<file path="src/hdl/mlr_pkg.sv">
`timescale 1ns / 1ps

package mlr_pkg;

	// Request opcodes
	typedef enum logic {
		OP_LOAD = 1'b0,
		OP_STEP = 1'b1
	} opcode_t;

	// Line direction flags produced by the setup logic
	typedef struct packed {
		logic x_is_major;
		logic minor_rises;
	} line_flags_t;

endpackage

</file>
<file path="src/hdl/midpoint_line_rasterizer_core.sv">
`timescale 1ns / 1ps
// Midpoint line rasterizer, all octants.
// A step request's pixel moves from the input register to the output register
// when the result register has room. Throughput: one request per cycle unless
// out_ready stalls it; the per-pixel update is one add and compare.
// Reset (arst_n low, asynchronous) clears the line state; the block starts idle.
module midpoint_line_rasterizer_core #(
	parameter int COORD_BITS = 9
) (
	input  logic                  clk,
	input  logic                  arst_n,
	input  logic                  in_valid,
	output logic                  in_ready,
	input  logic                  opcode,
	input  logic [COORD_BITS-1:0] start_x,
	input  logic [COORD_BITS-1:0] start_y,
	input  logic [COORD_BITS-1:0] end_x,
	input  logic [COORD_BITS-1:0] end_y,
	output logic                  out_valid,
	input  logic                  out_ready,
	output logic [COORD_BITS-1:0] pixel_x,
	output logic [COORD_BITS-1:0] pixel_y,
	output logic                  last_pixel
);

	localparam int DW = COORD_BITS + 4;

	// input register
	logic                  valid_s1;
	logic                  opcode_s1;
	logic [COORD_BITS-1:0] start_x_s1, start_y_s1, end_x_s1, end_y_s1;

	// line state
	logic                  busy_q;
	mlr_pkg::line_flags_t  flags_q;
	logic [COORD_BITS-1:0] major_pos_q, minor_pos_q, major_stop_q;
	logic signed [DW-1:0]  decision_q, inc_neg_q, inc_nonneg_q;

	// result register
	logic                  out_valid_q;
	logic [COORD_BITS-1:0] pixel_x_q, pixel_y_q;
	logic                  last_pixel_q;

	// setup outputs
	mlr_pkg::line_flags_t  setup_flags;
	logic [COORD_BITS-1:0] setup_major_start, setup_minor_start, setup_major_end;
	logic signed [DW-1:0]  setup_decision, setup_inc_neg, setup_inc_nonneg;

	logic advance;
	logic is_load, is_step;
	logic last;

	// request moves on when the result register has room
	assign advance  = valid_s1 && (!out_valid_q || out_ready);
	assign in_ready = !valid_s1 || advance;
	assign is_load  = advance && (opcode_s1 == mlr_pkg::OP_LOAD);
	assign is_step  = advance && (opcode_s1 == mlr_pkg::OP_STEP) && busy_q;
	assign last     = (major_pos_q == major_stop_q);

	// input register
	always_ff @(posedge clk or negedge arst_n) begin
		if (!arst_n) begin
			valid_s1 <= 1'b0;
		end else if (in_ready) begin
			valid_s1 <= in_valid;
		end
	end

	always_ff @(posedge clk) begin
		if (in_ready && in_valid) begin
			opcode_s1  <= opcode;
			start_x_s1 <= start_x;
			start_y_s1 <= start_y;
			end_x_s1   <= end_x;
			end_y_s1   <= end_y;
		end
	end

	mlr_setup #(
		.COORD_BITS (COORD_BITS)
	) u_setup (
		.start_x       (start_x_s1),
		.start_y       (start_y_s1),
		.end_x         (end_x_s1),
		.end_y         (end_y_s1),
		.flags         (setup_flags),
		.major_start   (setup_major_start),
		.minor_start   (setup_minor_start),
		.major_end     (setup_major_end),
		.decision_init (setup_decision),
		.inc_neg       (setup_inc_neg),
		.inc_nonneg    (setup_inc_nonneg)
	);

	// line state: load or one midpoint step
	always_ff @(posedge clk or negedge arst_n) begin
		if (!arst_n) begin
			busy_q       <= 1'b0;
			flags_q      <= '0;
			major_pos_q  <= '0;
			minor_pos_q  <= '0;
			major_stop_q <= '0;
			decision_q   <= '0;
			inc_neg_q    <= '0;
			inc_nonneg_q <= '0;
		end else if (is_load) begin
			busy_q       <= 1'b1;
			flags_q      <= setup_flags;
			major_pos_q  <= setup_major_start;
			minor_pos_q  <= setup_minor_start;
			major_stop_q <= setup_major_end;
			decision_q   <= setup_decision;
			inc_neg_q    <= setup_inc_neg;
			inc_nonneg_q <= setup_inc_nonneg;
		end else if (is_step) begin
			if (last) begin
				busy_q <= 1'b0;
			end else begin
				major_pos_q <= major_pos_q + 1'b1;
				if (decision_q < 0) begin
					decision_q <= decision_q + inc_neg_q;
					if (flags_q.minor_rises) begin
						minor_pos_q <= minor_pos_q + 1'b1;
					end
				end else begin
					decision_q <= decision_q + inc_nonneg_q;
					if (!flags_q.minor_rises) begin
						minor_pos_q <= minor_pos_q - 1'b1;
					end
				end
			end
		end
	end

	// result register
	always_ff @(posedge clk or negedge arst_n) begin
		if (!arst_n) begin
			out_valid_q <= 1'b0;
		end else if (is_step) begin
			out_valid_q <= 1'b1;
		end else if (out_ready) begin
			out_valid_q <= 1'b0;
		end
	end

	always_ff @(posedge clk) begin
		if (is_step) begin
			pixel_x_q    <= flags_q.x_is_major ? major_pos_q : minor_pos_q;
			pixel_y_q    <= flags_q.x_is_major ? minor_pos_q : major_pos_q;
			last_pixel_q <= last;
		end
	end

	assign out_valid  = out_valid_q;
	assign pixel_x    = pixel_x_q;
	assign pixel_y    = pixel_y_q;
	assign last_pixel = last_pixel_q;

endmodule

</file>
<file path="src/hdl/mlr_setup.sv">
`timescale 1ns / 1ps

// Line setup: major axis choice, endpoint ordering, decision and increments.
module mlr_setup #(
	parameter int COORD_BITS = 9
) (
	input  logic [COORD_BITS-1:0]   start_x,
	input  logic [COORD_BITS-1:0]   start_y,
	input  logic [COORD_BITS-1:0]   end_x,
	input  logic [COORD_BITS-1:0]   end_y,
	output mlr_pkg::line_flags_t    flags,
	output logic [COORD_BITS-1:0]   major_start,
	output logic [COORD_BITS-1:0]   minor_start,
	output logic [COORD_BITS-1:0]   major_end,
	output logic signed [COORD_BITS+3:0] decision_init,
	output logic signed [COORD_BITS+3:0] inc_neg,
	output logic signed [COORD_BITS+3:0] inc_nonneg
);

	localparam int DW = COORD_BITS + 4;

	logic [COORD_BITS-1:0] dx, dy;
	logic                  x_major;
	logic [COORD_BITS-1:0] maj1, maj2, min1, min2;
	logic [COORD_BITS-1:0] omaj1, omaj2, omin1, omin2;
	logic                  rises;
	logic signed [DW-1:0]  a_w, b_w;

	// absolute spans
	assign dx = (end_x >= start_x) ? (end_x - start_x) : (start_x - end_x);
	assign dy = (end_y >= start_y) ? (end_y - start_y) : (start_y - end_y);
	assign x_major = (dx >= dy);

	// map to major/minor axes
	assign maj1 = x_major ? start_x : start_y;
	assign maj2 = x_major ? end_x   : end_y;
	assign min1 = x_major ? start_y : start_x;
	assign min2 = x_major ? end_y   : end_x;

	// order so the major coordinate rises; endpoints swap as a pair
	always_comb begin
		if (maj1 > maj2) begin
			omaj1 = maj2;
			omaj2 = maj1;
			omin1 = min2;
			omin2 = min1;
		end else begin
			omaj1 = maj1;
			omaj2 = maj2;
			omin1 = min1;
			omin2 = min2;
		end
	end

	assign rises = (omin2 >= omin1);

	// A = minor start - minor end, B = major span
	assign a_w = $signed({4'b0000, omin1}) - $signed({4'b0000, omin2});
	assign b_w = $signed({4'b0000, omaj2}) - $signed({4'b0000, omaj1});

	always_comb begin
		if (rises) begin
			decision_init = (a_w <<< 1) + b_w;
			inc_neg       = (a_w + b_w) <<< 1;
			inc_nonneg    = a_w <<< 1;
		end else begin
			decision_init = (a_w <<< 1) - b_w;
			inc_neg       = a_w <<< 1;
			inc_nonneg    = (a_w - b_w) <<< 1;
		end
	end

	assign flags.x_is_major  = x_major;
	assign flags.minor_rises = rises;
	assign major_start       = omaj1;
	assign minor_start       = omin1;
	assign major_end         = omaj2;

endmodule
</file>
<file path="config.mk">
export PLATFORM = sky130hd
export DESIGN_NAME = midpoint_line_rasterizer_core
export DESIGN_NICKNAME = d
export VERILOG_FILES = /design/src/hdl/mlr_pkg.sv /design/src/hdl/midpoint_line_rasterizer_core.sv /design/src/hdl/mlr_setup.sv
export SDC_FILE = /design/constraint.sdc
export NUM_CORES = 1
export LEC_CHECK = 0
export BUFFER_PORTS_ARGS = -buffer_cell sky130_fd_sc_hd__buf_2
export CORE_MARGIN = 5
export CORE_UTILIZATION = 48
export CTS_CLUSTER_DIAMETER = 40
export DETAILED_ROUTE_END_ITERATION = 10
export PLACE_DENSITY_LB_ADDON = 0.2
export SLEW_MARGIN = 20
export SYNTH_ARGS = -nofsm -noshare
export SYNTH_HDL_FRONTEND = slang
export SYNTH_HIERARCHICAL = 1
export SYNTH_SLANG_ARGS = --single-unit
</file>
<file path="constraint.sdc">
create_clock -name clk -period 13.3 [get_ports clk]
set_clock_uncertainty 0.1 [all_clocks]
set_input_delay 2.66 -clock clk [delete_from_list [all_inputs] [get_ports clk]]
set_output_delay 2.66 -clock clk [all_outputs]
set_load 0.005 [all_outputs]
</file>
After elaboration in Yosys (flattened, before gate mapping):

Index checks and enable logic that the tools add are counted.

* bits of input ports: 41
* register bits after elaboration: 127

* multiplexer cells: 33
* reductions and logical operators: 15
* equality and inequality tests: 4
* $lt $le $gt $ge: 6
* $add $sub $neg: 15
* bitwise operators: 1

Operators by type and width (count)
* $mux W9: 21
* $mux W13: 7
* $ge A9 B9 Y1: 4
* $sub A9 B9 Y9: 4
* $add A13 B13 Y13: 2
* $sub A9 B9 Y10: 2
* $add A9 B1 Y9 const B: 2
* $lt A13 B1 Y1 const B: 1
* $add A11 B10 Y12: 1
* $sub A11 B10 Y12: 1
* $add A10 B10 Y11: 1
* $sub A10 B10 Y11: 1
* $eq A9 B9 Y1: 1
* $gt A9 B9 Y1: 1
* $sub A9 B1 Y9 const B: 1
* $reduce_bool A2 Y1: 3
* $logic_and A1 B1 Y1: 5
* $mux W1: 5
* $reduce_and A2 Y1: 2
* $reduce_and A4 Y1: 1
* $ne A3 B1 Y1 const B: 1
* $ne A3 B3 Y1 const B: 1
* $logic_not A1 Y1: 2
* $logic_or A1 B1 Y1: 2
* other kinds (2): 2

Logic depth before layout (Yosys ltp):

Gate-level depths: netlist (run 1).

* depth in word-level cells: 10
* depth in mapped cells: 59
* depth with buffers taken out: 51

By module:

The synthesis (run 1) kept the hierarchy.

By module, submodules not included
* mlr_setup: area each 6140.9 um2, instances 1, cells an instance 891
* midpoint_line_rasterizer_core: area each 6078.3 um2, instances 1, cells an instance 547

Worst setup path before layout (run 1):

No wires, ideal clock.

* path kind: register to register
* start: register start_y_s1[1]
* end: register inc_neg_q[12]
* cell stages (with the launch flop): 55
* arrival time: 9.978 ns
* setup slack: 3.157 ns
* clock period less this slack: 10.143 ns
* data required time: 13.135 ns
* cells stage by stage: edfxtp_1 inv_1 ha_1 nor2b_1 o31ai_1 a21oi_1 o221ai_2 a21boi_2 nor2_1 buf_6 mux2_2 a21boi_0 a21boi_0 xnor2_1 ha_1 nand4_2 o31ai_4 nor2_8 [19 not listed] ha_1 fa_1 nor2b_1 o21ai_0 a21boi_0 o21ai_0 a21boi_0 o21ai_0 nor2b_1 xnor2_1 ha_1 clkbuf_1 a2111oi_0 a21oi_1 mux2i_1 buf_4 nand2_1 nand2_1

* longest elaborated chain between the ends: 9

RTL lines
* start, declared: RTL line midpoint_line_rasterizer_core.sv:31 `logic [COORD_BITS-1:0] start_x_s1, start_y_s1, end_x_s1, end_y_s1;`
* start signal, assigned: RTL line midpoint_line_rasterizer_core.sv:73 `start_y_s1 <= start_y;`
* $sub A9 B9 Y9 or $ge A9 B9 Y1 (tied branches): RTL line mlr_setup.sv:31 `assign dy = (end_y >= start_y) ? (end_y - start_y) : (start_y - end_y);`
* $mux W9: RTL line mlr_setup.sv:31
* $ge A9 B9 Y1: RTL line mlr_setup.sv:32 `assign x_major = (dx >= dy);`
* $mux W9, on equally long branches: RTL line mlr_setup.sv:35, mlr_setup.sv:36
* $gt A9 B9 Y1: RTL line mlr_setup.sv:42 `if (maj1 > maj2) begin`
* $mux W9: RTL line mlr_setup.sv:42
* $sub A9 B9 Y10, on equally long branches: RTL line mlr_setup.sv:58, mlr_setup.sv:59
* $add A10 B10 Y11: RTL line mlr_setup.sv:64 `inc_neg = (a_w + b_w) <<< 1;`
* $mux W13 *: RTL line mlr_setup.sv:62 `if (rises) begin`
* named net setup_inc_neg[12]: RTL line midpoint_line_rasterizer_core.sv:47 `logic signed [DW-1:0] setup_decision, setup_inc_neg, setup_inc_nonneg;`
* end signal, assigned: RTL line midpoint_line_rasterizer_core.sv:113 `inc_neg_q <= setup_inc_neg;`
* end, declared: RTL line midpoint_line_rasterizer_core.sv:37 `logic signed [DW-1:0] decision_q, inc_neg_q, inc_nonneg_q;`

The timed path passes the listed nets; every way through them passes the cells marked *.
A chain may end at the register's enable or synchronous reset.

==> impl_table.tex, run 1 <==
\begin{tabular}{lr}
\hline
Metric & Value \\
\hline
\multicolumn{2}{l}{\textbf{Run status}} \\
\quad Run status & finished clean \\
\multicolumn{2}{l}{\textbf{Synthesis}} \\
\quad Total number of yosys warnings & 6 \\
\quad Netlist Area Pre-Place & 12200 um2 \\
\quad Dominant synthesized flop cell & sky130\_fd\_sc\_hd\_\_dfrtp\_1 \\
\quad Number of standard cells after synthesis & 1438 \\
\quad Simple-gate area share of the yosys netlist & 0.167 \\
\quad Largest cells by area after synthesis & sky130\_fd\_sc\_hd\_\_dfrtp\_1 (15\%), sky130\_fd\_sc\_hd\_\_edfxtp\_1 (14\%), sky130\_fd\_sc\_hd\_\_ha\_1 (12\%), sky130\_fd\_sc\_hd\_\_nand2\_1 (7.4\%), sky130\_fd\_sc\_hd\_\_mux2i\_1 (4.7\%) \\
\quad Fraction of synthesized area in multiplexers & 0.0890 \\
\quad Fraction of the mapped netlist area in compound gates & 0.197 \\
\quad Post-synthesis area per instance & 8.50 um2 \\
\quad Fraction of synthesized cell area in xor and xnor cells & 0.0586 \\
\quad Flops \& latches, synth & 127 \\
\quad Share of async-settable or async-resettable flops after synthesis & 0.559 \\
\quad Area share of fa/ha/maj cells after synthesis & 0.144 \\
\quad Largest family of logic cells by synthesized area & compound AO/OA/AOI/OAI gates \\
\quad Cell with the most instances after synthesis & sky130\_fd\_sc\_hd\_\_nand2\_1 \\
\quad Leading post-synthesis cells by instance count & sky130\_fd\_sc\_hd\_\_nand2\_1 (241), sky130\_fd\_sc\_hd\_\_ha\_1 (118), sky130\_fd\_sc\_hd\_\_a21oi\_1 (105) \\
\quad Distinct cell type count after synthesis & 91 \\
\quad Library cell with the largest summed area after synthesis & sky130\_fd\_sc\_hd\_\_dfrtp\_1 \\
\quad Fraction of post-synthesis cell area in the top cell type by area & 0.145 \\
\quad Sequential cell area fraction in the yosys report & 0.283 \\
\quad Post-synth EDFFs & 56 \\
\multicolumn{2}{l}{\textbf{Final layout}} \\
\quad Area added between synthesis and finish & 8.23\% \\
\quad Number of inserted diodes & 0 \\
\quad Ratio of cells with drive above 1 in the final layout & 0.127 \\
\quad Final layout net count & 1625 \\
\multicolumn{2}{l}{\textbf{Place}} \\
\quad I/O Buffers & 61 \\
\quad Final GP Congestion & 1.01 \\
\quad DP Worst Slack & 1.27 ns \\
\quad Half-perimeter wire length of the detailed placement result & 25000 um \\
\multicolumn{2}{l}{\textbf{Worst hold path}} \\
\quad Path type of the worst min-delay path & reg2reg \\
\quad Min-Delay Path Depth & 2 \\
\multicolumn{2}{l}{\textbf{STA}} \\
\quad Number of endpoints failing setup at the final stage & 0 \\
\quad Setup TNS & 0 ns \\
\quad Relative slew slack & 0.338 \\
\quad Slew Viols, Final & 0 \\
\quad Share of the clock period used by the worst path & 0.939 \\
\quad Post-layout min period & 12.49 ns \\
\quad Final hold violation count & 0 \\
\quad Maximum clock rate & 80.1 MHz \\
\quad Unrepaired setup endpoints after global routing & false \\
\quad Minimum setup slack in the final design & 0.811 ns \\
\quad Transition at the pin with the smallest max-transition slack & 0.993 ns \\
\multicolumn{2}{l}{\textbf{Setup path}} \\
\quad Nature of the critical path startpoint & flop \\
\quad Startpoint-to-endpoint class of the critical path & reg2reg \\
\quad Slack of the worst reg-to-reg path & 0.81 ns \\
\quad Data arrival time of the critical path & 12.74 ns \\
\quad Top cell by count, worst path & sky130\_fd\_sc\_hd\_\_ha\_1 \\
\quad CP max stage cell & sky130\_fd\_sc\_hd\_\_nand2\_2 \\
\quad Largest fanout of any net on the critical path & 50 \\
\quad Worst Path Required & 13.55 ns \\
\quad Nature of the critical path endpoint & flop \\
\quad Length in cells of the worst reg-to-reg path & 46 \\
\quad Slowest cell delay on critical path & 0.69 ns \\
\multicolumn{2}{l}{\textbf{Clock tree}} \\
\quad Worst-path clk slew & 0.06 ns \\
\quad Num CTS Buffers & 17 \\
\quad Clock sinks & 127 \\
\quad Clock Tree Buf Depth & 2 \\
\quad Post CTS Setup Buffer Count & 0 \\
\quad Hold Buf Count CTS & 0 \\
\quad Worst-Skew Late Latency & 0.43 ns \\
\quad Root Buffer & sky130\_fd\_sc\_hd\_\_clkbuf\_16 \\
\quad CTS H-tree depth & 4 \\
\quad CTS tree & done \\
\quad Post-CTS resize count & 0 \\
\multicolumn{2}{l}{\textbf{Route}} \\
\quad DRT iter0 DRCs & 1050 \\
\quad Routed wire length & 33000 um \\
\quad TritonRoute pass-1 iters & 7 \\
\quad Total via count in the routed design & 10400 \\
\quad Post-DR wirelength/cell & 18.3 um \\
\quad Residual DRC count & 0 \\
\quad Average vias per placed instance & 5.80 \\
\quad Post-DRT Antenna Nets & 0 \\
\multicolumn{2}{l}{\textbf{Job}} \\
\quad Reported max-cap violation count & 0 \\
\multicolumn{2}{l}{\textbf{GRT}} \\
\quad Pin count of the biggest net entering global routing & 90 \\
\quad Vias in the first global route & 9900 \\
\quad Global-route wire length before repair & 53100 um \\
\quad Number of antenna violations at the first check in global routing & 0 \\
\quad Gr ovfl total & 0 \\
\quad Overall routing resource usage & 0.231 \\
\multicolumn{2}{l}{\textbf{Die}} \\
\quad Initial cell density of the core & 0.487 \\
\quad I/O pins & 62 \\
\quad Std-Cell Rows & 58 \\
\quad Die Height & 170 um \\
\quad Die span in x & 170 um \\
\quad Area of the core & 25100 um2 \\
\quad Die footprint & 28700 um2 \\
\hline
\end{tabular}
==> layout by cell type, fill, tap and decap left out, types with 8 or more instances in the layout <==
master / netlist / routed
sky130_fd_sc_hd__a21o_1: 16 / 16
sky130_fd_sc_hd__a31oi_1: 19 / 19
sky130_fd_sc_hd__o211ai_1: 23 / 23
sky130_fd_sc_hd__fa_1: 11 / 11
sky130_fd_sc_hd__o31ai_1: 10 / 10
sky130_fd_sc_hd__ha_1: 118 / 118
sky130_fd_sc_hd__a21oi_1: 105 / 105
sky130_fd_sc_hd__nand2_1: 241 / 241
sky130_fd_sc_hd__mux2_2: 38 / 38
sky130_fd_sc_hd__nor3_1: 11 / 11
sky130_fd_sc_hd__o21ai_0: 99 / 99
sky130_fd_sc_hd__xnor2_1: 52 / 52
sky130_fd_sc_hd__inv_1: 96 / 96
sky130_fd_sc_hd__xor2_1: 26 / 26
sky130_fd_sc_hd__and2_1: 13 / 12
sky130_fd_sc_hd__a21boi_0: 8 / 8
sky130_fd_sc_hd__and3_1: 11 / 11
sky130_fd_sc_hd__nand3_1: 27 / 27
sky130_fd_sc_hd__nor2b_1: 9 / 9
sky130_fd_sc_hd__edfxtp_1: 56 / 56
sky130_fd_sc_hd__mux2i_1: 57 / 57
sky130_fd_sc_hd__buf_2: 24 / 61
sky130_fd_sc_hd__o21bai_1: 18 / 18
sky130_fd_sc_hd__nand2b_1: 14 / 14
sky130_fd_sc_hd__nor2_1: 89 / 88
sky130_fd_sc_hd__dfrtp_1: 71 / 71
sky130_fd_sc_hd__clkbuf_16: 0 / 17
==> stage by stage <==
| step | cells | hold WS [ns] | util | instance area, um2 |
|---|---|---|---|---|
| after floorplan | 1439 | 0.340 | - | 12200 |
| after global placement | 1765 | 0.355 | 0.503 | 12600 |
| after detailed placement | 1765 | 0.359 | 0.503 | 12600 |
| after CTS | 1797 | 0.374 | 0.526 | 13200 |
| after global routing | 1798 | 0.388 | 0.527 | 13200 |
| final | 1798 | 0.368 | 0.527 | 13200 |
==> area by class of cell <==
class / count / area [um2]
Timing Repair Buffer: 67 / 363
Sequential cell: 127 / 3460
Multi-Input combinational cell: 1143 / 8030
Tap cell: 330 / 413
Clock inverter: 14 / 156
Fill cell: 2378 / 11900
Inverter: 99 / 374
Clock buffer: 18 / 429
==> sequential cells by signal, indices dropped and copies added (netlist names) <==
signal,flops
inc_nonneg_q,13
major_stop_q,9
inc_neg_q,13
pixel_y,9
end_x_s1,9
pixel_x,9
valid_s1,1
start_x_s1,9
decision_q,13
opcode_s1,1
end_y_s1,9
flags_q,2
busy_q,1
start_y_s1,9
out_valid,1
last_pixel,1
minor_pos_q,9
major_pos_q,9
==> kinds of logic after synthesis <==
logic type	Yosys count
simple gates	454
flops	127
xor+xnor	80
other cells	1
mux	100
fa+ha+maj	135
compound gates	372
buf+inv	169
==> metal layers <==
| layer | global-route usage | vias up | wire (um) |
|---|---|---|---|
| li1 | - | 5069 | - |
| met1 | 0.332 | 4843 | 15200 |
| met2 | 0.356 | 452 | 14400 |
| met3 | 0.0429 | 73 | 2680 |
| met5 | 0 | - | 0 |
| met4 | 0.0683 | 0 | 782 |
==> path summary, 6_finish.rpt <==
kind | to | from
max | decision_q[12]$_DFFE_PN0P_ | start_y_s1[1]$_DFFE_PP_
min | inc_nonneg_q[3]$_DFFE_PN0P_ | inc_nonneg_q[3]$_DFFE_PN0P_
max reg2reg | decision_q[12]$_DFFE_PN0P_ | start_y_s1[1]$_DFFE_PP_
min reg2reg | inc_nonneg_q[3]$_DFFE_PN0P_ | inc_nonneg_q[3]$_DFFE_PN0P_
max in group asynchronous | major_pos_q[3]$_DFFE_PN0P_ | arst_n
min in group asynchronous | inc_nonneg_q[0]$_DFFE_PN0P_ | arst_n
==> worst max-delay path, delay by kind of cell (launching register included) <==
| kind | cells | cell delay (ns) |
|---|---|---|
| AO/OA/AOI/OAI | 22 | 4.67 |
| XOR/XNOR | 1 | 0.51 |
| adder cells (fa/ha/maj) | 5 | 1.70 |
| buffers and inverters | 4 | 0.69 |
| flip-flops | 1 | 0.49 |
| multiplexers | 2 | 0.70 |
| AND/OR/NAND/NOR | 12 | 3.52 |
Power of run 1 is not shown: default switching activity piles up to over one toggle a cycle in this logic, so the estimate is an artifact.
==> run 2: changes to the inputs <==
Clock period 13.3 ns to 12.1 ns, I/O delays scaled along.
==> run 2 against run 1 <==
Critical path depth unchanged. Largest cell class unchanged. Maximum frequency up 12%. Core utilization up 0.41 points. Non-clock buffer count up 8.
==> impl_table.tex, run 2 (synthesis results as in run 1) <==
\begin{tabular}{lr}
\hline
Metric & Value \\
\hline
\multicolumn{2}{l}{\textbf{Run status}} \\
\quad Run status & finished clean \\
\multicolumn{2}{l}{\textbf{Die}} \\
\quad Area of the core & 25100 um2 \\
\quad Std-Cell Rows & 58 \\
\quad I/O pins & 62 \\
\quad Die Height & 170 um \\
\quad Initial cell density of the core & 0.487 \\
\quad Die footprint & 28700 um2 \\
\quad Die span in x & 170 um \\
\multicolumn{2}{l}{\textbf{Place}} \\
\quad I/O Buffers & 61 \\
\quad Final GP Congestion & 0.968 \\
\quad DP Worst Slack & 0.416 ns \\
\quad Half-perimeter wire length of the detailed placement result & 25900 um \\
\multicolumn{2}{l}{\textbf{Clock tree}} \\
\quad Worst-path clk slew & 0.07 ns \\
\quad CTS tree & done \\
\quad CTS H-tree depth & 4 \\
\quad Root Buffer & sky130\_fd\_sc\_hd\_\_clkbuf\_16 \\
\quad Num CTS Buffers & 17 \\
\quad Hold Buf Count CTS & 0 \\
\quad Clock sinks & 127 \\
\quad Clock Tree Buf Depth & 2 \\
\quad Worst-Skew Late Latency & 0.43 ns \\
\multicolumn{2}{l}{\textbf{STA}} \\
\quad Relative slew slack & 0.328 \\
\quad Transition at the pin with the smallest max-transition slack & 1.01 ns \\
\quad Share of the clock period used by the worst path & 0.919 \\
\quad Final worst hold slack & 0.367 ns \\
\quad Slew Viols, Final & 0 \\
\quad Minimum setup slack in the final design & 0.982 ns \\
\quad Number of endpoints failing setup at the final stage & 0 \\
\quad Post-layout min period & 11.12 ns \\
\quad Setup TNS & 0 ns \\
\quad Unrepaired setup endpoints after global routing & false \\
\quad Maximum clock rate & 89.9 MHz \\
\quad Final hold violation count & 0 \\
\multicolumn{2}{l}{\textbf{Setup path}} \\
\quad Largest fanout of any net on the critical path & 32 \\
\quad Nature of the critical path startpoint & flop \\
\quad CP max stage cell & sky130\_fd\_sc\_hd\_\_o21ai\_1 \\
\quad Worst Path Required & 12.34 ns \\
\quad Nature of the critical path endpoint & flop \\
\quad Slowest cell delay on critical path & 0.51 ns \\
\quad Startpoint-to-endpoint class of the critical path & reg2reg \\
\quad Data arrival time of the critical path & 11.36 ns \\
\multicolumn{2}{l}{\textbf{Final layout}} \\
\quad Final layout net count & 1634 \\
\quad Number of inserted diodes & 0 \\
\quad Ratio of cells with drive above 1 in the final layout & 0.136 \\
\quad Leading cell type in the layout, fill and taps excluded & sky130\_fd\_sc\_hd\_\_nand2\_1 \\
\quad Most frequent cells in the layout & sky130\_fd\_sc\_hd\_\_nand2\_1 (241), sky130\_fd\_sc\_hd\_\_ha\_1 (117), sky130\_fd\_sc\_hd\_\_a21oi\_1 (104) \\
\quad Area added between synthesis and finish & 9.08\% \\
\quad Share of the core filled with cells & 0.531 \\
\quad Largest registers ranked by flip-flop count & decision\_q x13, inc\_neg\_q x13, inc\_nonneg\_q x13 \\
\multicolumn{2}{l}{\textbf{GRT}} \\
\quad Global-route wire length before repair & 54400 um \\
\quad Overall routing resource usage & 0.239 \\
\quad Number of antenna violations at the first check in global routing & 0 \\
\quad Vias in the first global route & 10200 \\
\quad Pin count of the biggest net entering global routing & 90 \\
\quad Gr ovfl total & 0 \\
\multicolumn{2}{l}{\textbf{Route}} \\
\quad Total via count in the routed design & 10500 \\
\quad TritonRoute pass-1 iters & 6 \\
\quad Residual DRC count & 0 \\
\quad Post-DRT Antenna Nets & 0 \\
\quad Post-DR wirelength/cell & 18.9 um \\
\quad Average vias per placed instance & 5.80 \\
\quad Routed wire length & 34100 um \\
\quad DRT iter0 DRCs & 883 \\
\multicolumn{2}{l}{\textbf{Worst hold path}} \\
\quad Path type of the worst min-delay path & reg2reg \\
\multicolumn{2}{l}{\textbf{Job}} \\
\quad Reported max-cap violation count & 0 \\
\hline
\end{tabular}
-- run 2: cell types whose count changed in the layout (fill, tap and decap cells not counted), sizes merged --
cell      previous run  this run
clkinv               3         4
nor2                92        93
clkbuf              18        19
buf                 67        75
clkinvlp             3         1
-- run 2: timing repair --
action                                  CTS  global route
setup buffers                             0             4
endpoints found under the setup margin    0            30
gates resized for setup                   0            10
-- run 2: cell type report --
class,count,area (um2)
Timing Repair Buffer,75,414
Sequential cell,127,3460
Multi-Input combinational cell,1144,8070
Fill cell,2418,11800
Clock inverter,13,150
Tap cell,330,413
Clock buffer,19,443
Inverter,99,377
-- run 2: per-layer routing --
metal | vias up | share of wire | GRT usage
li1 | 5085 | - | -
met1 | 4968 | 0.47 | 0.344
met2 | 390 | 0.44 | 0.374
met3 | 46 | 0.067 | 0.0431
met4 | 0 | 0.019 | 0.0606
met5 | - | 0 | 0
-- run 2: critical path: cells and delay by family, from the launching register on --
family	cells	cell delay, ns
buffers and inverters	4	0.71
DFF	1	0.50
AOI/OAI and AO/OA	22	5.20
adders and majority gates	5	1.84
muxes	3	0.83
and+or+nand+nor	12	1.78
-- run 2: worst paths after layout --
path / from / end / slack, ns / cells after the start
hold / removal: inc_nonneg_q[5]$_DFFE_PN0P_ / inc_nonneg_q[5]$_DFFE_PN0P_ / 0.37 / 2
max in group asynchronous: arst_n / major_stop_q[1]$_DFFE_PN0P_ / 9.19 / 2
min in group asynchronous: arst_n / inc_nonneg_q[0]$_DFFE_PN0P_ / 2.10 / 2
setup / recovery: start_x_s1[5]$_DFFE_PP_ / decision_q[12]$_DFFE_PN0P_ / 0.98 / 46
setup reg to reg: start_x_s1[5]$_DFFE_PP_ / decision_q[12]$_DFFE_PN0P_ / 0.98 / 46
hold reg to reg: inc_nonneg_q[5]$_DFFE_PN0P_ / inc_nonneg_q[5]$_DFFE_PN0P_ / 0.37 / 2
-- run 2: metrics by stage --
step,instance area (um2),cells
finish,13300,1807
global route,13300,1807
CTS,13300,1802
detailed placement,12700,1770
global placement,12700,1770
floorplan,12200,1439
Power of run 2 is left out for the same reason.
